File: src/thc_pkg.sv
`timescale 1ns / 1ps

package thc_pkg;

	localparam int CFG_ADDR_W = 3;
	localparam int CFG_DATA_W = 24;

	localparam logic [19:0] TEMP_SKIP_CODE = 20'd524288;
	localparam logic [15:0] HUM_SKIP_CODE  = 16'd32768;
	localparam logic [31:0] FINE_OFFSET    = 32'd76800;
	localparam logic [31:0] HUM_ROUND_A    = 32'd16384;
	localparam logic [31:0] HUM_C_BIAS     = 32'd32768;
	localparam logic [31:0] HUM_D_BIAS     = 32'd2097152;
	localparam logic [31:0] HUM_ROUND_E    = 32'd8192;
	localparam logic [31:0] HUM_MAX_RAW    = 32'd419430400;
	localparam logic [31:0] TEMP_ROUND     = 32'd128;
	localparam logic [31:0] TEMP_SCALE     = 32'd5;

	// configuration register map
	typedef enum logic [CFG_ADDR_W-1:0] {
		REG_TEMP_COEF_ONE      = 3'd0,
		REG_TEMP_COEF_TWO      = 3'd1,
		REG_TEMP_COEF_THREE    = 3'd2,
		REG_HUM_COEF_ONE       = 3'd3,
		REG_HUM_COEF_TWO       = 3'd4,
		REG_HUM_COEF_THREE     = 3'd5,
		REG_HUM_COEF_FOUR_FIVE = 3'd6,
		REG_HUM_COEF_SIX       = 3'd7
	} cfg_reg_t;

	// one multiply step of the compensation sequence, in execution order
	typedef enum logic [3:0] {
		OP_V1   = 4'd0,
		OP_D2SQ = 4'd1,
		OP_V2   = 4'd2,
		OP_TC   = 4'd3,
		OP_A    = 4'd4,
		OP_B    = 4'd5,
		OP_C    = 4'd6,
		OP_D    = 4'd7,
		OP_E    = 4'd8,
		OP_X    = 4'd9,
		OP_SS   = 4'd10,
		OP_H1   = 4'd11
	} op_t;

	typedef struct packed {
		logic load;
		logic mul;
		logic post;
		logic store;
		op_t  op;
	} ctrl_cmd_t;

	typedef struct packed {
		logic skip_t;
		logic skip_h;
		logic hum_pending;
	} dp_stat_t;

endpackage

File: src/thc_if.sv
`timescale 1ns / 1ps

interface thc_in_if;
	logic        valid;
	logic        ready;
	logic [19:0] raw_temp;
	logic [15:0] raw_hum;

	modport source (output valid, output raw_temp, output raw_hum, input ready);
	modport sink (input valid, input raw_temp, input raw_hum, output ready);
endinterface

interface thc_out_if;
	logic               valid;
	logic               ready;
	logic signed [24:0] temp_centi;
	logic               temp_ok;
	logic        [16:0] hum_q10;
	logic               hum_ok;

	modport source (output valid, output temp_centi, output temp_ok, output hum_q10,
		output hum_ok, input ready);
	modport sink (input valid, input temp_centi, input temp_ok, input hum_q10,
		input hum_ok, output ready);
endinterface

File: src/temp_humidity_compensation_core.sv
`timescale 1ns / 1ps

// Temperature / humidity compensation core.
// in_ch carries one raw temperature sample and one raw humidity sample per
// transfer; out_ch returns temperature in 0.01 degC and humidity in 1/1024 %RH
// with a valid flag for each. A sample equal to its skip code yields a zero
// value with its flag low; a skipped temperature keeps the last fine
// temperature, which the humidity path then uses.
// The user writes calibration words through cfg_we / cfg_addr / cfg_data only
// while no item is in flight; the block itself does not enforce this. All of
// them and the fine temperature reset to zero. One shared 32x32 multiplier does
// every product (multiply, then shift/add into the destination register). An
// item with both samples valid runs one load step, four temperature and eight
// humidity products and one store step. A skipped temperature runs no
// temperature products, a skipped humidity no humidity products.
// in_ch.ready is high only while the sequencer is idle; one item is worked on
// at a time. The result sits in an output register, so the next item is
// accepted while out_ch stalls; a finished item waits in the sequencer until
// the output register is free. Reset clears all control state.
module temp_humidity_compensation_core (
	input  logic                           clk,
	input  logic                           arst_n,
	input  logic                           cfg_we,
	input  logic [thc_pkg::CFG_ADDR_W-1:0] cfg_addr,
	input  logic [thc_pkg::CFG_DATA_W-1:0] cfg_data,
	thc_in_if.sink                         in_ch,
	thc_out_if.source                      out_ch
);
	import thc_pkg::*;

	ctrl_cmd_t cmd;
	dp_stat_t  stat;

	thc_ctrl u_ctrl (
		.clk       (clk),
		.arst_n    (arst_n),
		.in_valid  (in_ch.valid),
		.in_ready  (in_ch.ready),
		.out_valid (out_ch.valid),
		.out_ready (out_ch.ready),
		.stat      (stat),
		.cmd       (cmd)
	);

	thc_dp u_dp (
		.clk        (clk),
		.arst_n     (arst_n),
		.cfg_we     (cfg_we),
		.cfg_addr   (cfg_addr),
		.cfg_data   (cfg_data),
		.raw_temp   (in_ch.raw_temp),
		.raw_hum    (in_ch.raw_hum),
		.cmd        (cmd),
		.stat       (stat),
		.temp_centi (out_ch.temp_centi),
		.temp_ok    (out_ch.temp_ok),
		.hum_q10    (out_ch.hum_q10),
		.hum_ok     (out_ch.hum_ok)
	);

endmodule

File: src/thc_dp.sv
`timescale 1ns / 1ps

module thc_dp (
	input  logic                                  clk,
	input  logic                                  arst_n,
	input  logic                                  cfg_we,
	input  logic [thc_pkg::CFG_ADDR_W-1:0]        cfg_addr,
	input  logic [thc_pkg::CFG_DATA_W-1:0]        cfg_data,
	input  logic [19:0]                           raw_temp,
	input  logic [15:0]                           raw_hum,
	input  thc_pkg::ctrl_cmd_t                    cmd,
	output thc_pkg::dp_stat_t                     stat,
	output logic signed [24:0]                    temp_centi,
	output logic                                  temp_ok,
	output logic [16:0]                           hum_q10,
	output logic                                  hum_ok
);
	import thc_pkg::*;

	// calibration registers
	logic [15:0] t1_q, t2_q, t3_q, h2_q;
	logic [7:0]  h1_q, h3_q, h6_q;
	logic [23:0] h45_q;

	logic [31:0] fine_q;

	// working registers
	logic [15:0] rh_q;
	logic        tok_q, hok_q;
	logic [31:0] d1_q, d2_q, v1_q, tmp_q, x_q;
	logic [31:0] a_q, b_q, c_q, d_q, e_q, xh_q, s_q;
	logic [24:0] tc_q;
	logic [16:0] hq_q;
	logic [31:0] p_q;

	logic [31:0] opa, opb;
	logic [31:0] prod;

	logic [31:0] t2_x, t3_x, h2_x, h5_x, h6_x;
	logic signed [31:0] ps, nf, tcs, tcsh, ta, te, fin;
	// sign-filling shifts of the product, kept apart from unsigned operands
	logic signed [31:0] ps_sh4, ps_sh10, ps_sh11, ps_sh14;
	logic [31:0] clamped;

	always_ff @(posedge clk or negedge arst_n) begin
		if (!arst_n) begin
			t1_q  <= '0;
			t2_q  <= '0;
			t3_q  <= '0;
			h1_q  <= '0;
			h2_q  <= '0;
			h3_q  <= '0;
			h45_q <= '0;
			h6_q  <= '0;
		end else if (cfg_we) begin
			case (cfg_reg_t'(cfg_addr))
				REG_TEMP_COEF_ONE:      t1_q  <= cfg_data[15:0];
				REG_TEMP_COEF_TWO:      t2_q  <= cfg_data[15:0];
				REG_TEMP_COEF_THREE:    t3_q  <= cfg_data[15:0];
				REG_HUM_COEF_ONE:       h1_q  <= cfg_data[7:0];
				REG_HUM_COEF_TWO:       h2_q  <= cfg_data[15:0];
				REG_HUM_COEF_THREE:     h3_q  <= cfg_data[7:0];
				REG_HUM_COEF_FOUR_FIVE: h45_q <= cfg_data;
				REG_HUM_COEF_SIX:       h6_q  <= cfg_data[7:0];
				default: ;
			endcase
		end
	end

	assign t2_x = {{16{t2_q[15]}}, t2_q};
	assign t3_x = {{16{t3_q[15]}}, t3_q};
	assign h2_x = {{16{h2_q[15]}}, h2_q};
	assign h5_x = {{20{h45_q[23]}}, h45_q[23:12]};
	assign h6_x = {{24{h6_q[7]}}, h6_q};

	assign stat.skip_t      = (raw_temp == TEMP_SKIP_CODE);
	assign stat.skip_h      = (raw_hum == HUM_SKIP_CODE);
	assign stat.hum_pending = hok_q;

	// shared multiplier operand select
	always_comb begin
		case (cmd.op)
			OP_V1:   begin opa = d1_q;  opb = t2_x; end
			OP_D2SQ: begin opa = d2_q;  opb = d2_q; end
			OP_V2:   begin opa = tmp_q; opb = t3_x; end
			OP_TC:   begin opa = fine_q; opb = TEMP_SCALE; end
			OP_A:    begin opa = h5_x;  opb = x_q; end
			OP_B:    begin opa = x_q;   opb = h6_x; end
			OP_C:    begin opa = x_q;   opb = {24'd0, h3_q}; end
			OP_D:    begin opa = b_q;   opb = c_q; end
			OP_E:    begin opa = d_q;   opb = h2_x; end
			OP_X:    begin opa = a_q;   opb = e_q; end
			OP_SS:   begin opa = s_q;   opb = s_q; end
			OP_H1:   begin opa = tmp_q; opb = {24'd0, h1_q}; end
			default: begin opa = '0;    opb = '0; end
		endcase
	end

	// only the low 32 bits of each product are kept
	assign prod = opa * opb;

	// post-processing of the registered product; all arithmetic wraps at 32 bits
	assign ps      = p_q;
	assign ps_sh4  = ps >>> 4;
	assign ps_sh10 = ps >>> 10;
	assign ps_sh11 = ps >>> 11;
	assign ps_sh14 = ps >>> 14;
	assign nf      = v1_q + ps_sh14;
	assign tcs     = ps + TEMP_ROUND;
	assign tcsh    = tcs >>> 8;
	assign ta      = {2'b00, rh_q, 14'd0} - {h45_q[11:0], 20'd0} - p_q + HUM_ROUND_A;
	assign te      = ps + HUM_ROUND_E;
	assign fin     = xh_q - ps_sh4;

	always_comb begin
		if (fin[31])
			clamped = '0;
		else if (fin > HUM_MAX_RAW)
			clamped = HUM_MAX_RAW;
		else
			clamped = fin;
	end

	always_ff @(posedge clk or negedge arst_n) begin
		if (!arst_n) begin
			fine_q <= '0;
		end else if (cmd.post && cmd.op == OP_V2) begin
			fine_q <= nf;
		end
	end

	always_ff @(posedge clk) begin
		if (cmd.load) begin
			rh_q  <= raw_hum;
			tok_q <= !stat.skip_t;
			hok_q <= !stat.skip_h;
			d1_q  <= {15'd0, raw_temp[19:3]} - {15'd0, t1_q, 1'b0};
			d2_q  <= {16'd0, raw_temp[19:4]} - {16'd0, t1_q};
			x_q   <= fine_q - FINE_OFFSET;
			tc_q  <= '0;
			hq_q  <= '0;
		end
		if (cmd.mul)
			p_q <= prod;
		if (cmd.post) begin
			case (cmd.op)
				OP_V1:   v1_q <= ps_sh11;
				OP_D2SQ: tmp_q <= ps >>> 12;
				OP_V2:   x_q <= nf - FINE_OFFSET;
				OP_TC:   tc_q <= tcsh[24:0];
				OP_A:    a_q <= ta >>> 15;
				OP_B:    b_q <= ps_sh10;
				OP_C:    c_q <= ps_sh11 + HUM_C_BIAS;
				OP_D:    d_q <= ps_sh10 + HUM_D_BIAS;
				OP_E:    e_q <= te >>> 14;
				OP_X:    begin
					xh_q <= p_q;
					s_q  <= ps >>> 15;
				end
				OP_SS:   tmp_q <= ps >>> 7;
				OP_H1:   hq_q <= clamped[28:12];
				default: ;
			endcase
		end
		if (cmd.store) begin
			temp_centi <= tc_q;
			temp_ok    <= tok_q;
			hum_q10    <= hq_q;
			hum_ok     <= hok_q;
		end
	end

endmodule

File: src/thc_ctrl.sv
`timescale 1ns / 1ps

module thc_ctrl (
	input  logic               clk,
	input  logic               arst_n,
	input  logic               in_valid,
	output logic               in_ready,
	output logic               out_valid,
	input  logic               out_ready,
	input  thc_pkg::dp_stat_t  stat,
	output thc_pkg::ctrl_cmd_t cmd
);
	import thc_pkg::*;

	typedef enum logic [3:0] {
		ST_IDLE = 4'b0001,
		ST_MUL  = 4'b0010,
		ST_POST = 4'b0100,
		ST_DONE = 4'b1000
	} state_t;

	state_t state_q, state_d;
	op_t    op_q, op_d;
	logic   out_valid_q;

	assign in_ready  = (state_q == ST_IDLE);
	assign out_valid = out_valid_q;

	always_comb begin
		state_d   = state_q;
		op_d      = op_q;
		cmd.load  = 1'b0;
		cmd.mul   = 1'b0;
		cmd.post  = 1'b0;
		cmd.store = 1'b0;
		cmd.op    = op_q;
		case (state_q)
			ST_IDLE: begin
				if (in_valid) begin
					cmd.load = 1'b1;
					if (!stat.skip_t) begin
						op_d    = OP_V1;
						state_d = ST_MUL;
					end else if (!stat.skip_h) begin
						op_d    = OP_A;
						state_d = ST_MUL;
					end else begin
						state_d = ST_DONE;
					end
				end
			end
			ST_MUL: begin
				cmd.mul = 1'b1;
				state_d = ST_POST;
			end
			ST_POST: begin
				cmd.post = 1'b1;
				case (op_q)
					OP_TC: begin
						if (stat.hum_pending) begin
							op_d    = OP_A;
							state_d = ST_MUL;
						end else begin
							state_d = ST_DONE;
						end
					end
					OP_H1:   state_d = ST_DONE;
					default: begin
						op_d    = op_t'(op_q + 4'd1);
						state_d = ST_MUL;
					end
				endcase
			end
			ST_DONE: begin
				// result register frees up in the same cycle as its transfer
				if (!out_valid_q || out_ready) begin
					cmd.store = 1'b1;
					state_d   = ST_IDLE;
				end
			end
			default: state_d = ST_IDLE;
		endcase
	end

	always_ff @(posedge clk or negedge arst_n) begin
		if (!arst_n) begin
			state_q     <= ST_IDLE;
			op_q        <= OP_V1;
			out_valid_q <= 1'b0;
		end else begin
			state_q <= state_d;
			op_q    <= op_d;
			if (cmd.store)
				out_valid_q <= 1'b1;
			else if (out_ready)
				out_valid_q <= 1'b0;
		end
	end

	a_mul_then_post: assert property (@(posedge clk) disable iff (!arst_n)
		state_q == ST_MUL |=> state_q == ST_POST && op_q == $past(op_q))
		else $error("multiply step not followed by its post step");

	a_last_op_done: assert property (@(posedge clk) disable iff (!arst_n)
		state_q == ST_POST && op_q == OP_H1 |=> state_q == ST_DONE)
		else $error("humidity sequence did not finish");

	a_store_valid: assert property (@(posedge clk) disable iff (!arst_n)
		cmd.store |=> out_valid_q)
		else $error("stored result not presented");

	a_load_leaves_idle: assert property (@(posedge clk) disable iff (!arst_n)
		cmd.load |=> state_q != ST_IDLE)
		else $error("accepted item dropped");

endmodule

File: src/flat_wrapper.sv
// flat-port wrapper written by rule: the top's interface ports become plain ports
module temp_humidity_compensation_core_flat import thc_pkg::*;
  (clk, arst_n, cfg_we, cfg_addr, cfg_data, in_ch_valid, in_ch_raw_temp, in_ch_raw_hum, in_ch_ready, out_ch_valid, out_ch_temp_centi, out_ch_temp_ok, out_ch_hum_q10, out_ch_hum_ok, out_ch_ready);
  thc_in_if in_ch_i ();
  thc_out_if out_ch_i ();
  input  logic clk;
  input  logic arst_n;
  input  logic cfg_we;
  input  logic [thc_pkg::CFG_ADDR_W-1:0] cfg_addr;
  input  logic [thc_pkg::CFG_DATA_W-1:0] cfg_data;
  input wire logic [$bits(in_ch_i.valid)-1:0] in_ch_valid;
  input wire logic [$bits(in_ch_i.raw_temp)-1:0] in_ch_raw_temp;
  input wire logic [$bits(in_ch_i.raw_hum)-1:0] in_ch_raw_hum;
  output wire logic [$bits(in_ch_i.ready)-1:0] in_ch_ready;
  output wire logic [$bits(out_ch_i.valid)-1:0] out_ch_valid;
  output wire logic [$bits(out_ch_i.temp_centi)-1:0] out_ch_temp_centi;
  output wire logic [$bits(out_ch_i.temp_ok)-1:0] out_ch_temp_ok;
  output wire logic [$bits(out_ch_i.hum_q10)-1:0] out_ch_hum_q10;
  output wire logic [$bits(out_ch_i.hum_ok)-1:0] out_ch_hum_ok;
  input wire logic [$bits(out_ch_i.ready)-1:0] out_ch_ready;
  assign in_ch_i.valid = in_ch_valid;
  assign in_ch_i.raw_temp = in_ch_raw_temp;
  assign in_ch_i.raw_hum = in_ch_raw_hum;
  assign in_ch_ready = in_ch_i.ready;
  assign out_ch_valid = out_ch_i.valid;
  assign out_ch_temp_centi = out_ch_i.temp_centi;
  assign out_ch_temp_ok = out_ch_i.temp_ok;
  assign out_ch_hum_q10 = out_ch_i.hum_q10;
  assign out_ch_hum_ok = out_ch_i.hum_ok;
  assign out_ch_i.ready = out_ch_ready;
  temp_humidity_compensation_core u_core (.clk(clk), .arst_n(arst_n), .cfg_we(cfg_we), .cfg_addr(cfg_addr), .cfg_data(cfg_data), .in_ch(in_ch_i), .out_ch(out_ch_i));
endmodule
File: config.mk
export PLATFORM = sky130hd
export DESIGN_NAME = temp_humidity_compensation_core_flat
export DESIGN_NICKNAME = d
export VERILOG_FILES = /design/src/thc_pkg.sv /design/src/thc_if.sv /design/src/temp_humidity_compensation_core.sv /design/src/thc_dp.sv /design/src/thc_ctrl.sv /design/src/flat_wrapper.sv
export SDC_FILE = /design/constraint.sdc
export NUM_CORES = 2
export LEC_CHECK = 0
export BUFFER_PORTS_ARGS = -buffer_cell sky130_fd_sc_hd__buf_2
export CAP_MARGIN = 20
export CORE_MARGIN = 4
export CORE_UTILIZATION = 60
export DETAILED_ROUTE_END_ITERATION = 10
export GPL_TIMING_DRIVEN = 0
export PLACE_DENSITY = 0.77
export REMOVE_ABC_BUFFERS = 1
export SYNTH_ARGS = -nofsm -noshare
export SYNTH_HDL_FRONTEND = slang
export SYNTH_SLANG_ARGS = --single-unit
File: constraint.sdc
create_clock -name clk -period 10.5 [get_ports clk]
set_clock_uncertainty 0.1 [all_clocks]
set_input_delay 1.05 -clock clk [delete_from_list [all_inputs] [get_ports clk]]
set_output_delay 1.05 -clock clk [all_outputs]
set_load 0.05 [all_outputs]
# Yosys cells after proc, flatten, opt, wreduce, memory -nomap -nowiden
# Index checks and enable logic that the tools add are counted.
[op_classes] add_sub_neg=14 mul=1 order_cmp=1 n_eq_ne=29 mux=35 reduce_logical=30
[op_table] op="one-hot mux 32 bit (12 select lines)" count=1
[op_table] op="one-hot mux 32 bit (10 select lines)" count=1
[op_table] op="2-to-1 mux 32 bit" count=3
[op_table] op="2-to-1 mux 25 bit" count=3
[op_table] op="one-hot mux 32 bit (2 select lines)" count=1
[op_table] op="subtractor 32 bit" count=2
[op_table] op="2-to-1 mux 29 bit" count=2
[op_table] op="2-to-1 mux 17 bit" count=3
[op_table] op="2-to-1 mux 4 bit" count=9
[op_table] op="AND reduction 2 bit" count=17
[op_table] op="adder 32 x 14 -> 32 bit, second input constant" count=1
[op_table] op="adder 32 x 15 -> 32 bit, second input constant" count=1
[op_table] op="adder 32 x 8 -> 32 bit, second input constant" count=1
[op_table] op="greater-than comparator 32 x 29 -> 1 bit, second input constant" count=1
[op_table] op="multiplier 32 x 32 -> 32 bit" count=1
[op_table] op="subtractor 30 x 32 -> 32 bit" count=1
[op_table] op="subtractor 32 x 17 -> 32 bit, second input constant" count=1
[op_table] op="adder 22 x 23 -> 24 bit, second input constant" count=1
[op_table] op="one-hot mux 4 bit (2 select lines)" count=3
[op_table] op="subtractor 22 x 18 -> 23 bit, second input constant" count=1
[op_table] op="adder 21 x 17 -> 22 bit, second input constant" count=1
[op_table] op="adder 21 x 18 -> 22 bit" count=1
[op_table] op="== test 20 bit, second input constant" count=1
[op_table] op="== test 4 x 3 -> 1 bit, second input constant" count=5
[op_table] op="other kinds (22)" count=48
[word_totals] reg_bits=598 in_bits=68 out_inout_bits=46 word_cells=144

# Depth between registers and ports, before layout
[logic_depth] word_depth=6 depth_mapped=41 ltp_nobuf=35

# Hierarchy
# A second synthesis with hierarchy kept.
[unflattened] hier_cells=4174 hier_area_um2=41766.3
[by_module_without_submodules] mod="thc_dp" n_inst=1 cells_each=4122 area_per_inst_um2=41205.8 seq_area_each_um2=13573.0
[by_module_without_submodules] mod="thc_ctrl" n_inst=1 cells_each=52 area_per_inst_um2=560.5 seq_area_each_um2=226.5

# Worst setup path before layout
# Ideal clock, no wire load.
[synth_path] path_kind="register to register" from="reg u_core.u_ctrl.op_q[0]" to="reg u_core.u_dp.p_q[31], data pin" setup_ns=0.258 arrival_time_ns=8.908 required_ns=10.142 setup_slack_ns=1.234 stages_incl_launch_ff=37 n_path_buf=5 period_less_slack_ns=9.266 cell_sequence="dfrtp_1 ha_1 clkbuf_1 nand2_1 a21oi_1 buf_2 buf_2 buf_2 nand2_1 nand2_1 a2111oi_0 clkbuf_1 nor2_1 fa_1 inv_1 fa_1 fa_1 fa_1 inv_1 ha_1 ha_1 fa_1 inv_1 fa_1 inv_1 ha_1 o21ai_0 nor2_1 a211oi_1 o21ai_1 a2111oi_0 o31ai_1 o41ai_1 o21ai_1 a21o_1 a21oi_1 xnor2_1"
[synth_via] elab_chain_cells=4 word_cells_on_any_way=17 cone_classes="1 x mul; 11 x eq/ne; 2 x mux; 3 x reduce/logical"
[synth_lines] element="start: declaration" line_no="thc_ctrl.sv:23" rtl="op_t op_q, op_d;"
[synth_lines] element="start signal: assignment" line_no="thc_ctrl.sv:92" rtl="op_q <= op_d;"
[synth_lines] element="== test 4 x 2 -> 1 bit (tied with other cells)" line_no="thc_dp.sv:82" rtl="case (cmd.op)"
[synth_lines] element="OR reduction 2 bit (no source line)"
[synth_lines] element="one-hot mux 32 bit (10 select lines)" line_no="thc_dp.sv:82"
[synth_lines] element="multiplier 32 x 32 -> 32 bit *" line_no="thc_dp.sv:100" rtl="assign prod = opa * opb;"
[synth_lines] element="net u_core.u_dp.prod[31]" line_no="thc_dp.sv:37" rtl="logic [31:0] prod;"
[synth_lines] element="end signal: assignment" line_no="thc_dp.sv:144" rtl="p_q <= prod;"
[synth_lines] element="end: declaration" line_no="thc_dp.sv:34" rtl="logic [31:0] p_q;"
# Mark *: on every way through the listed nets, which the timed path passes. The rest lies on a longest branch.
# A chain may end at the register's enable or synchronous reset.

# Worst setup path in the final report
[layout_path] from="reg u_core.u_ctrl.op_q[2]" to="reg u_core.u_dp.p_q[31], data pin"
# Same word-level chain as after synthesis.

==> flow_summary.yaml <==
run_status:
  outcome: "finished, final reports clean"
drt:
  drc: 0
  vias: 34700
  routedWlPerCell_um: 26.6
  wl_um: 142000
  initialDrtViolationCount: 4895
  drt-pass1-iter-count: 8
  avgViaCountPerCell: 6.51
  antenna_left: 0
place:
  post-dp-hpwl_um: 107000
  gp_congestion: 1.01
  place_inst: 5205
  post-place-ws_ns: -1.15
  io_buffers: 113
logic_synthesis:
  ys_seq_area_frac: 0.327
  yosysTopAreaCell: "edfxtp_1"
  synthMuxAreaShare: 0.0318
  syn_avg_cell_area_um2: 9.90
  synth-async-reset-ratio: 0.281
  synth_top_family_by_area: "adder cells"
  synth_area_um2: 42200
  syn_inst: 4264
  synth-seq-cells: 508
  synth-simple-area-share: 0.139
  synth-adder-area-share: 0.279
  synth-xor-area-share: 0.0435
  synth_compound_area_frac: 0.111
  synth_edf_count: 291
  ys_warn_count: 0
  synthTopCellsByCount: "562 x inv_1, 429 x nor2_1, 422 x fa_1"
  synth_flop_cell: "edfxtp_1"
  synth.distinct_cells: 87
  synth_top_area_share: 0.207
  ys_top_cells_by_area: "edfxtp_1 21%, fa_1 20%, dfrtp_1 8.4%, ha_1 7.9%, inv_1 5.0%"
  synth.most_common_cell: "inv_1"
sta:
  min_period_ns: 10.27
  period_share: 0.978
  setup_viol: 0
  drv_slew: 0
  relSlewSlack: 0.179
  fin_worst_hold_slack_ns: 0.328
  worstMarginPinSlew_ns: 1.23
  timing.fmax_ghz: 0.0973
  finalHoldViolCount: 0
  layout_setup_ws_ns: 0.227
global_routing:
  grt_max_degree: 77
  overflow: 0
  grt_usage: 0.378
  antenna_found_initial: 6
  grt_pass1_vias: 34000
  grt_first_pass_wirelength_um: 210000
final_layout:
  n_fill_cell: 5292
  drive_above_1_share: 0.124
  area_growth_pct: 10.8
  multiInputGateArea_um2: 26000
  fin_util: 0.670
  fin_nets: 5103
  seqCellArea_um2: 13800
  final_cells: 5333
floorplanning:
  core_um2: 69900
  die_y_um: 273
  fp.dieArea_um2: 74700
  pin_count: 114
  fp.dieW_um: 273
  start_util: 0.604
  num_rows: 97
setup_path:
  startpoint_type: "flip-flop"
  cp_top_family: "adder cells"
  crit_start: "u_core.u_ctrl.op_q[2]"
  cp_num_cells: 31
  worstPathArrival_ns: 10.52
  worstSetupPathType: "reg -> reg"
  cp-endpoint: "u_core.u_dp.p_q[31]"
  crit_path_max_incr_delay_ns: 0.73
  r2r_slack_ns: 0.23
  critPathBufInv: 7
  crit_slowest_cell: "nor3_2"
  r2r-start: "u_core.u_ctrl.op_q[2]"
  worstReg2RegEnd: "u_core.u_dp.p_q[31]"
  critPathMaxFanout: 43
  endpoint_kind: "flip-flop"
  r2r_cells: 31
  critPathMostFrequentCell: "fa_1"
  crit_required_ns: 10.74
cts:
  cts_root_buf: "clkbuf_16"
  cts_tree: "yes"
  cts.sinks: 508
  clock_path_buffers: 3
  clk_latency_ns: 0.62
  path_clk_slew_ns: 0.07
  htree_levels: 2
  hold_buffers: 0
  cts_buffers: 51
flow_run:
  cap_violations: 0
min_path:
  hold_path.class: "reg -> reg"
[logic make-up after synthesis]
| family | Yosys count |
|---|---|
| AOI/OAI and AO/OA | 693 |
| xor gates and xnor gates | 205 |
| adders and majority gates | 690 |
| buffers and inverters | 757 |
| DFF | 508 |
| muxes | 121 |
| and+or+nand+nor | 1290 |
[state kept, by name, indices dropped and copies added (netlist names), 16 cells and up]
register	flops
u_core.u_dp.b_q	22
u_core.u_dp.d_q	22
u_core.u_dp.hum_q10	17
u_core.u_dp.tc_q	25
u_core.u_dp.h2_q	16
u_core.u_dp.tmp_q	25
u_core.u_dp.a_q	17
u_core.u_dp.e_q	18
u_core.u_dp.fine_q	22
u_core.u_dp.d1_q	18
u_core.u_dp.temp_centi	25
u_core.u_dp.h45_q	24
u_core.u_dp.x_q	32
u_core.u_dp.rh_q	16
u_core.u_dp.hq_q	17
u_core.u_dp.t2_q	16
u_core.u_dp.c_q	22
u_core.u_dp.t1_q	16
u_core.u_dp.p_q	32
u_core.u_dp.v1_q	21
u_core.u_dp.xh_q	32
u_core.u_dp.t3_q	16
[metrics by stage]
step                setup TNS, ns  cell area (um^2)
floorplan                   -4.43             41500
global placement          -204.47             43200
detailed placement          -5.97             44600
CTS                             0             46500
global route              -0.0261             46800
finish                          0             46800
[layout make-up]
| cell class | count | share of cell area |
|---|---|---|
| Multi-Input combinational cell | 3000 | 0.555 |
| Inverter | 566 | 0.0455 |
| Clock buffer | 80 | 0.0338 |
| Sequential cell | 508 | 0.295 |
| Tap cell | 940 | 0.0251 |
| Timing Repair Buffer | 218 | 0.0425 |
| Antenna cell | 6 | 0.000321 |
| Clock inverter | 15 | 0.00275 |
[layer usage]
metal | share of wire | up-vias | GRT usage
li1 | - | 14500 | -
met1 | 0.36 | 16900 | 0.491
met2 | 0.42 | 2731 | 0.554
met3 | 0.15 | 627 | 0.138
met4 | 0.071 | 6 | 0.203
met5 | 0.00030 | - | 0
[cell usage in the layout, fill, tap and decap left out, types with 41 or more instances in the layout]
master / netlist / layout
a21o_1: 51 / 50
a21oi_1: 159 / 154
a22o_1: 55 / 55
buf_2: 28 / 116
clkbuf_16: 0 / 55
dfrtp_1: 142 / 140
dfxtp_1: 74 / 74
edfxtp_1: 291 / 291
fa_1: 422 / 422
ha_1: 268 / 263
inv_1: 562 / 562
mux2_2: 105 / 105
nand2_1: 408 / 406
nand2b_1: 42 / 41
nand3_1: 126 / 123
nor2_1: 429 / 427
o21ai_0: 173 / 171
xnor2_1: 160 / 160
xor2_1: 42 / 42
[worst min path at each step]
stage                         start                    endpoint  slack (ns)  depth (start not counted)
3_5_place_dp    u_core.u_dp.tc_q[0]   u_core.u_dp.temp_centi[0]        0.32                          0
3_3_place_gp      u_core.u_dp.tok_q         u_core.u_dp.temp_ok        0.31                          0
4_1_cts         u_core.u_dp.tc_q[6]   u_core.u_dp.temp_centi[6]        0.33                          0
2_1_floorplan     u_core.u_dp.tok_q         u_core.u_dp.temp_ok        0.30                          0
5_1_grt        u_core.u_dp.tc_q[14]  u_core.u_dp.temp_centi[14]        0.34                          0
6_report        u_core.u_dp.tc_q[6]   u_core.u_dp.temp_centi[6]        0.33                          0
[repair_timing]
item | 4_1_cts | 5_1_grt
resized for setup | 30 | 29
gates cloned | 1 | 0
pin swaps | 5 | 5
endpoints found under the setup margin | 11 | 5
buffers inserted | 7 | 16
Power is left out: the tool's default activity adds up to more than one toggle a clock period on the data nets, which glitch-free logic cannot reach.
